File: src/hdl/ilir_pkg.sv
// ilir_pkg: shared types, sizes and codes of the indexed list block
// used by ilir_front, ilir_back and indexed_list_insert_remove; no dependencies
package ilir_pkg;

   localparam int CAPACITY   = 1024;
   localparam int ELEM_BITS  = 8;
   localparam int ADDR_BITS  = $clog2(CAPACITY);
   localparam int CNT_BITS   = $clog2(CAPACITY + 1);

   // port field widths are fixed by the interface
   localparam int TYPE_W     = 3;
   localparam int INDEX_W    = 10;
   localparam int DATA_W     = 8;
   localparam int STATUS_W   = 2;
   localparam int COUNT_W    = 11;

   // compare width: holds the count and index plus two
   localparam int CMP_BITS   = (CNT_BITS > INDEX_W + 1) ? CNT_BITS : INDEX_W + 1;

   // command queue between front and back; a power of two so the pointers wrap by themselves
   localparam int CMD_QUEUE_DEPTH = 2;
   localparam int QPTR_BITS       = $clog2(CMD_QUEUE_DEPTH);
   localparam int QFILL_BITS      = $clog2(CMD_QUEUE_DEPTH + 1);

   localparam logic [TYPE_W-1:0] REQ_SET        = 3'd0;
   localparam logic [TYPE_W-1:0] REQ_INS_BEFORE = 3'd1;
   localparam logic [TYPE_W-1:0] REQ_INS_AFTER  = 3'd2;
   localparam logic [TYPE_W-1:0] REQ_PUSH_BACK  = 3'd3;
   localparam logic [TYPE_W-1:0] REQ_REMOVE     = 3'd4;
   localparam logic [TYPE_W-1:0] REQ_CLEAR      = 3'd5;
   localparam logic [TYPE_W-1:0] REQ_READ       = 3'd6;

   typedef enum logic [STATUS_W-1:0] {
      ST_OK    = 2'd0,
      ST_RANGE = 2'd1,
      ST_FULL  = 2'd2
   } ilir_status_type;

   typedef enum logic [2:0] {
      OP_NOP,
      OP_SET,
      OP_INS_BEFORE,
      OP_INS_AFTER,
      OP_PUSH_BACK,
      OP_REMOVE,
      OP_CLEAR,
      OP_READ
   } ilir_op_type;

   typedef struct packed {
      logic [TYPE_W-1:0]  req_type;
      logic [INDEX_W-1:0] index;
      logic [DATA_W-1:0]  data;
   } ilir_req_type;

   typedef struct packed {
      logic [STATUS_W-1:0] status;
      logic [DATA_W-1:0]   read_data;
      logic [COUNT_W-1:0]  count;
      logic                is_empty;
   } ilir_rsp_type;

   // decoded command handed from front to back
   typedef struct packed {
      ilir_op_type          op;
      logic [INDEX_W-1:0]   index;
      logic [ELEM_BITS-1:0] elem;
   } ilir_cmd_type;

endpackage

File: src/hdl/ilir_front.sv
// ilir_front: takes request words, decodes them and queues them for the back end
// depends on ilir_pkg
module ilir_front (
   input  logic                  clock,
   input  logic                  reset,
   input  logic                  push,
   output logic                  full,
   input  ilir_pkg::ilir_req_type req_item,
   output logic                  cmd_valid,
   input  logic                  cmd_pop,
   output ilir_pkg::ilir_cmd_type cmd
);

   localparam int DEPTH = ilir_pkg::CMD_QUEUE_DEPTH;
   localparam int PB    = ilir_pkg::QPTR_BITS;
   localparam int FB    = ilir_pkg::QFILL_BITS;

   ilir_pkg::ilir_cmd_type queue_ff [DEPTH];
   ilir_pkg::ilir_cmd_type dec;
   logic [PB-1:0]          wr_ptr_ff, wr_ptr_in;
   logic [PB-1:0]          rd_ptr_ff, rd_ptr_in;
   logic [FB-1:0]          fill_ff, fill_in;
   logic                   do_push, do_pop;

   always_comb begin
      dec.index = req_item.index;
      dec.elem  = req_item.data[ilir_pkg::ELEM_BITS-1:0];
      case (req_item.req_type)
         ilir_pkg::REQ_SET:        dec.op = ilir_pkg::OP_SET;
         ilir_pkg::REQ_INS_BEFORE: dec.op = ilir_pkg::OP_INS_BEFORE;
         ilir_pkg::REQ_INS_AFTER:  dec.op = ilir_pkg::OP_INS_AFTER;
         ilir_pkg::REQ_PUSH_BACK:  dec.op = ilir_pkg::OP_PUSH_BACK;
         ilir_pkg::REQ_REMOVE:     dec.op = ilir_pkg::OP_REMOVE;
         ilir_pkg::REQ_CLEAR:      dec.op = ilir_pkg::OP_CLEAR;
         ilir_pkg::REQ_READ:       dec.op = ilir_pkg::OP_READ;
         default:                  dec.op = ilir_pkg::OP_NOP;
      endcase
   end

   assign full      = (fill_ff == FB'(DEPTH));
   assign cmd_valid = (fill_ff != '0);
   assign cmd       = queue_ff[rd_ptr_ff];
   assign do_push   = push && !full;
   assign do_pop    = cmd_pop && cmd_valid;

   always_comb begin
      wr_ptr_in = do_push ? wr_ptr_ff + PB'(1) : wr_ptr_ff;
      rd_ptr_in = do_pop ? rd_ptr_ff + PB'(1) : rd_ptr_ff;
      fill_in   = fill_ff + FB'(do_push) - FB'(do_pop);
   end

   always_ff @(posedge clock) begin
      if (reset) begin
         wr_ptr_ff <= '0;
         rd_ptr_ff <= '0;
         fill_ff   <= '0;
      end else begin
         wr_ptr_ff <= wr_ptr_in;
         rd_ptr_ff <= rd_ptr_in;
         fill_ff   <= fill_in;
      end
      if (do_push) begin
         queue_ff[wr_ptr_ff] <= dec;
      end
   end

   assert property (@(posedge clock) disable iff (reset) fill_ff <= FB'(DEPTH))
      else $error("queue fill past depth");
   assert property (@(posedge clock) disable iff (reset)
      (do_push && !do_pop) |=> (fill_ff == $past(fill_ff) + FB'(1)))
      else $error("queue fill did not follow a push");
   assert property (@(posedge clock) disable iff (reset)
      (fill_ff == '0) |-> (wr_ptr_ff == rd_ptr_ff))
      else $error("queue pointers apart while empty");

endmodule

File: config.mk
export PLATFORM = sky130hd
export DESIGN_NAME = ilir_front
export DESIGN_NICKNAME = d
export VERILOG_FILES = /design/src/hdl/ilir_pkg.sv /design/src/hdl/ilir_front.sv
export SDC_FILE = /design/constraint.sdc
export NUM_CORES = 1
export LEC_CHECK = 0
export ABC_AREA = 1
export BUFFER_PORTS_ARGS = -buffer_cell sky130_fd_sc_hd__buf_2
export CAP_MARGIN = 5
export CORE_ASPECT_RATIO = 1.75
export CORE_MARGIN = 2
export CORE_UTILIZATION = 52
export CTS_BUF_LIST = sky130_fd_sc_hd__clkbuf_16
export DETAILED_ROUTE_END_ITERATION = 6
export GPL_TIMING_DRIVEN = 0
export HOLD_SLACK_MARGIN = 0.15
export PLACE_DENSITY = 0.87
export SETUP_SLACK_MARGIN = 0.05
export SYNTH_ARGS = -nofsm -noshare
export SYNTH_HDL_FRONTEND = slang
export SYNTH_SLANG_ARGS = --single-unit
File: constraint.sdc
create_clock -name clock -period 2.4 [get_ports clock]
set_input_delay 0 -clock clock [delete_from_list [all_inputs] [get_ports clock]]
set_output_delay 0 -clock clock [all_outputs]
set_load 0.1 [all_outputs]
==> results of run 1 <==
-- stage by stage --
| stage | hold WS (ps) | instance area, sq um | power, W | std cells | utilization |
|---|---|---|---|---|---|
| finish | 423.4 | 2635 | 0.003560 | 239 | 0.7410 |
| global route | 423.0 | 2635 | 0.003676 | 239 | 0.7410 |
| CTS | 415.6 | 2635 | 0.003585 | 239 | 0.7410 |
| detailed placement | 179.9 | 2202 | 0.002695 | 207 | 0.6193 |
| global placement | 172.7 | 2185 | 0.002634 | 206 | 0.6144 |
| floorplan | 71.22 | 1892 | 0.002472 | 113 | - |
-- state kept, by name, summed over array words and instances (netlist names), named ones only --
name       flops
wr_ptr_ff      1
queue_ff      42
fill_ff        2
rd_ptr_ff      1
-- layout make-up --
class	count	area (sq um)
clock inverters	3	67.56
plain buffers	2	22.52
well taps	46	57.56
inverters	12	45.04
fillers	237	920.9
flip-flops and latches	47	1361
multi-input cells	52	465.4
repair buffers	72	490.5
clock buffers	5	125.1
-- cells in the mapped netlist (all sizes together) --
cell    count
buf         2
ha          2
inv        12
dfxtp       5
nand2      10
nor2        9
edfxtp     42
o21ai       2
nand3       4
or2         1
a21oi       2
mux2       21
xor2        1
-- worst max-delay path by stage --
stage	end	slack [ps]
after floorplan	queue_ff[0][0]	540
after global placement	queue_ff[0][6]	170
after detailed placement	queue_ff[1][9]	740
after CTS	queue_ff[1][1]	730
after global routing	queue_ff[1][1]	600
final	queue_ff[1][1]	760
-- kinds of logic after synthesis --
family                   after synthesis  share of synthesized area
AO/OA/AOI/OAI                          4                    0.01058
XOR/XNOR                               1                   0.004630
adder cells (fa/ha/maj)                2                    0.01323
buffers and inverters                 14                    0.03571
flip-flops                            47                     0.7196
multiplexers                          21                     0.1647
AND/OR/NAND/NOR                       24                    0.05159
-- worst register-to-register path, stage by stage (launching register included) --
cell and delay (ps):
dfxtp_1 350, inv_1 80, nand2_1 120, nand3_1 110, inv_1 600
-- layer usage --
metal / global-route usage / routed length (um)
met5: 0 / 0
met1: 0.1358 / 1055
met4: 0.1035 / 84
met3: 0.03763 / 117
met2: 0.3273 / 1918
-- power groups by stage --
stage                     logic [W]  clock network (W)  registers (W)
final                       0.00160           0.000858        0.00110
after global routing        0.00166           0.000908        0.00111
after CTS                   0.00161           0.000876        0.00110
after detailed placement    0.00158                  0        0.00112
after global placement      0.00153                  0        0.00110
after floorplan             0.00137                  0        0.00110
-- repair_timing --
action / in CTS / in global routing
setup buffers: 0 / 0
hold buffers: 24 / 0
endpoints found under the hold margin: 47 / 0
==> metrics.md, run 1 <==
| Metric | Value |
|---|---|
| Area contributors post-synth | edfxtp_1 (67%), mux2_4 (16%), dfxtp_1 (5.3%), inv_1 (2.4%), nand2_1 (2.0%) |
| Commonest cells after routing, fill and taps aside | buf_2 (47), edfxtp_1 (42), dlygate4sd3_1 (24) |
| DRT Wirelength | 3.175 mm |
| Routed via count | 1122 |
| Peak supply drop | 1.164 mV |
| # DRC | 0 |
| PnR worst setup slack | 756.7 ps |
| Die Span Y | 83.79 um |
| Clk pwr share | 0.241 |
| Area Growth Syn to Fin | 39.29% |
| Yosys top cell by area | edfxtp_1 |
| Post-Route Setup TNS | 0 ps |
| Unique masters post-synth | 14 |
| Most numerous cell on the critical path | inv_1 |
| Pint | 0.002017 W |
| Mean post-synth cell area | 16.74 sq um |
| Commonest non-fill, non-tap cell in the layout | buf_2 |
| Worst hold path type | input port to register |
| Setup Skew | 6.661 ps |
| Critical path data arrival time | 1550 ps |
| CTS H-Tree Depth | 2 |
| Headroom to the max-slew limit | 0.4710 |
| Critical path endpoint category | register |
| Switching power | 0.001543 W |
| ANT nets after route | 0 |
| Sw Share | 0.4334 |
| Largest net degree at the start of global routing | 22 |
| WP data required | 2310 ps |
| Root Driver | clkbuf_16 |
| Status | finished clean |
| Endpoints failing hold | 0 |
| Synthesized Nets | 140 |
| Setup repair after global routing missed its margin | no |
| # rows | 29 |
| Worst-path maximum fanout | 21 |
| Critical path depth | 4 |
| Leakage | 1.119 nW |
| First-pass GRT wire length | 4.954 mm |
| Mapped Area | 0.001892 sq mm |
| CTS tree | built |
| I/O pin count | 48 |
| Iter 0 DRT Violations | 33 |
| Max Root-Sink Buffers | 2 |
| Clk slew on worst S/H paths | 60 ps |
| Yosys reg bits | 47 |
| Final nets | 219 |
| Drt wl/cell | 13.28 um |
| Worst reg2reg path depth | 4 |
| Pwr Density | 1351 mW/mm^2 |
| CP max-delay cell | inv_1 |
| Port Buffers | 47 |
| GP Congestion | 0.6287 |
| Kind of cell adding the most delay to the critical path | buffers and inverters |
| Clk_lat worst skew | 280 ps |
| RR Startpoint | fill_ff[0] |
| Die Span X | 49.60 um |
| Internal reg-to-reg setup slack | 760 ps |
| Initial antenna violation count | 0 |
| Cells after Synth | 113 |
| Grt total ovfl | 0 |
| Crit path buffers/inverters | 2 |
| Clock sinks | 47 |
| Max Freq | 0.6085 GHz |
| Gr usage total | 0.1663 |
| Sequential group share of total power | 0.308 |
| Max_cap viols | 0 |
| Largest stage delay, worst path | 600 ps |
| Slew Limit Fails | 0 |
| Initial Util | 0.5320 |
| Type of origin of the critical path | register |
| Hold_sp | reset |
| Diodes inserted | 0 |
| Die area | 0.004156 sq mm |
| Yosys top cell area share | 0.6667 |
| Fin crit share | 0.6847 |
| Worst Setup SP | fill_ff[0] |
| TritonCTS Buffers | 5 |
| Synth warn | 0 |
| Comb pwr share | 0.451 |
| Post-CTS sizing | 0 |
| Hpwl dp | 2.209 mm |
| Critical path class | register to register |
| Register area share after synthesis | 0.7196 |
| DRT Pass-1 Iters | 2 |
| Pre-CTS WS | 741.4 ps |
| Worst path cell trace | inv_1 > nand2_1 > nand3_1 > inv_1 |
| Slew of the pin with the lowest slew margin | 792.6 ps |
| WHS Path Cells | 3 |
| Core area | 0.003556 sq mm |
| Hold Crit Endpoint | fill_ff[0] |
| Tmin final | 1643 ps |
| Vias in the first global route | 1233 |
| FF-to-FF End | queue_ff[1][1] |
| Via density | 4.695 |
| Share of cells above drive strength 1 | 0.4197 |
| Setup violations, final | 0 |
(Power assumes the default switching activity.)
==> run 2, diff against run 1 <==
==> constraint.sdc (replaced) <==
create_clock -name clock -period 1.55 [get_ports clock]
set_input_delay 0 -clock clock [delete_from_list [all_inputs] [get_ports clock]]
set_output_delay 0 -clock clock [all_outputs]
set_load 0.1 [all_outputs]
==> run 2 against run 1 <==
Compared with the run above:
- via count increased by 3.1%
- final area rose by 2.9%
- clock skew barely moved
- largest power group unchanged
- critical path type unchanged
- largest cell class unchanged
==> metrics.md, run 2 (synthesis results as in run 1) <==
| Metric | Value |
|---|---|
| Max reg flops | 42 (unchanged) |
| Vias in the first global route | 1211 (-1.8%) |
| CTS H-Tree Depth | 2 (unchanged) |
| Setup repair after global routing missed its margin | yes |
| TritonCTS Buffers | 5 (unchanged) |
| Max Root-Sink Buffers | 2 (unchanged) |
| CTS tree | built |
| Port Buffers | 47 (unchanged) |
| Most flops, register | queue_ff |
| Final nets | 221 (+0.91%) |
| Leakage | 1.126 nW (+0.61%) |
| I/O pin count | 48 (unchanged) |
| Slew Limit Fails | 0 (unchanged) |
| # rows | 29 (unchanged) |
| DRT Wirelength | 3.257 mm (+2.6%) |
| Worst hold path type | input port to register |
| Clk slew on worst S/H paths | 60 ps (about the same) |
| WP data required | 1720 ps (-590 ps) |
| GP Congestion | 0.6722 (+6.9%) |
| Worst-path maximum fanout | 3 (-86%) |
| ANT nets after route | 0 (unchanged) |
| Biggest registers after layout | queue_ff x42, fill_ff x2 |
| # DRC | 0 (unchanged) |
| Max_cap viols | 0 (unchanged) |
| Die Span X | 49.60 um (unchanged) |
| Die Span Y | 83.79 um (unchanged) |
| Via density | 4.801 (+2.3%) |
| Internal reg-to-reg setup slack | 80 ps (-680 ps) |
| DRT Pass-1 Iters | 4 (+2) |
| Gr usage total | 0.1682 (+0.001950) |
| Grt total ovfl | 0 (unchanged) |
| Die area | 0.004156 sq mm (unchanged) |
| Core area | 0.003556 sq mm (unchanged) |
| Max Freq | 0.6792 GHz (+12%) |
| Pwr Density | 2036 mW/mm^2 (+51%) |
| Setup violations, final | 0 (unchanged) |
| Critical path data arrival time | 1640 ps (+90 ps) |
| Critical path class | register to register |
| Headroom to the max-slew limit | 0.5978 (+0.1268) |
| Hold Slack | 441.5 ps (+18.03 ps) |
| Drt wl/cell | 13.51 um (+1.7%) |
| Tmin final | 1472 ps (-171.0 ps) |
| Clock sinks | 47 (unchanged) |
| Commonest cells after routing, fill and taps aside | edfxtp_1 (42), buf_2 (27), dlygate4sd3_1 (24) |
| Largest net degree at the start of global routing | 22 (unchanged) |
| PnR Total Power | 0.005524 W (+55%) |
| Status | finished clean |
| Area Growth Syn to Fin | 43.39% |
| Peak supply drop | 1.986 mV (+71%) |
| Endpoints failing hold | 0 (unchanged) |
| Post-Route Setup TNS | 0 ps (unchanged) |
| First-pass GRT wire length | 5.078 mm (+2.5%) |
| Critical path endpoint category | register |
| Commonest non-fill, non-tap cell in the layout | edfxtp_1 |
| Setup Skew | 6.788 ps (+0.1266 ps) |
| Diodes inserted | 0 (unchanged) |
| Fin crit share | 0.9499 (+0.2652) |
| Routed via count | 1157 (+3.1%) |
| Initial Util | 0.5320 (unchanged) |
| Iter 0 DRT Violations | 30 (-9.1%) |
| Fin util | 0.7628 (+0.02182) |
| Slew of the pin with the lowest slew margin | 601.9 ps (-190.7 ps) |
| Clk_lat worst skew | 280 ps (about the same) |
| Root Driver | clkbuf_16 |
| Type of origin of the critical path | register |
| Hpwl dp | 2.206 mm (-0.16%) |
| Share of cells above drive strength 1 | 0.4821 (+0.06236) |
| Initial antenna violation count | 0 (unchanged) |
run 2: cell count changes in the layout (fill, tap and decap cells not counted), moves of 2 or more:
cell	previous run	this run
ha_1	2	0
nand2_1	10	6
dfxtp_1	5	3
buf_2	47	27
buf_4	0	19
dfxtp_2	0	2
nor2_1	8	6
nand2_2	0	3
clkbuf_4	0	3
run 2: final cells by class:
class	count	area (sq um)
inverter	12	48.80
multi-input combinational	52	509.2
clock inverter	3	37.54
timing repair buffer	73	540.5
tap	46	57.56
clock buffer	5	125.1
timing repair inverter	1	7.507
fill	225	843.3
sequential	47	1364
buffer	2	22.52
run 2: worst max-delay path, stage by stage (launching register included):
cell and delay, ps:
dfxtp_2 340, inv_1 60, nand2_2 100, nand2_4 80, ha_4 260, inv_2 30, ha_2 180, inv_1 60
nand2_2 60, a21oi_2 130, nor2_2 60
run 2: repair_timing:
action,in CTS,in global routing
pin swaps,4,1
cloned,0,1
endpoints found under the hold margin,47,0
setup buffers,2,0
gates resized for setup,12,40
hold buffers,24,0
setup endpoints to repair,43,42
run 2: per-layer routing:
layer  track usage  wire (um)  up-vias
li1              -          -      562
met1        0.1450       1048      543
met2        0.3248       1966       41
met3       0.04122        137       11
met4       0.09848        105        0
met5             0          0        -
run 2: where the power goes:
| group | leakage [nW] | internal, W | switching (W) | total, W |
|---|---|---|---|---|
| Combinational | 0.605 | 0.000723 | 0.00197 | 0.00269 |
| Clock | 0.0864 | 0.000747 | 0.000382 | 0.00113 |
| Sequential | 0.434 | 0.00163 | 0.0000801 | 0.00171 |
| Total | 1.13 | 0.00310 | 0.00243 | 0.00552 |
run 2: worst paths after layout:
kind,startpoint,to,depth (start not counted)
worst max-delay path,fill_ff[0],fill_ff[1],10
worst min-delay path,req_item[17],queue_ff[1][17],2
worst max register to register,fill_ff[0],fill_ff[1],10
worst min register to register,rd_ptr_ff,register,2
run 2: stage by stage:
stage,instances,cell area [sq um],setup slack [ps]
global route,241,2713,-17.47
finish,241,2713,77.67
floorplan,113,1899,95.06
global placement,206,2192,-15.66
CTS,240,2651,60.24
detailed placement,206,2192,-117.8
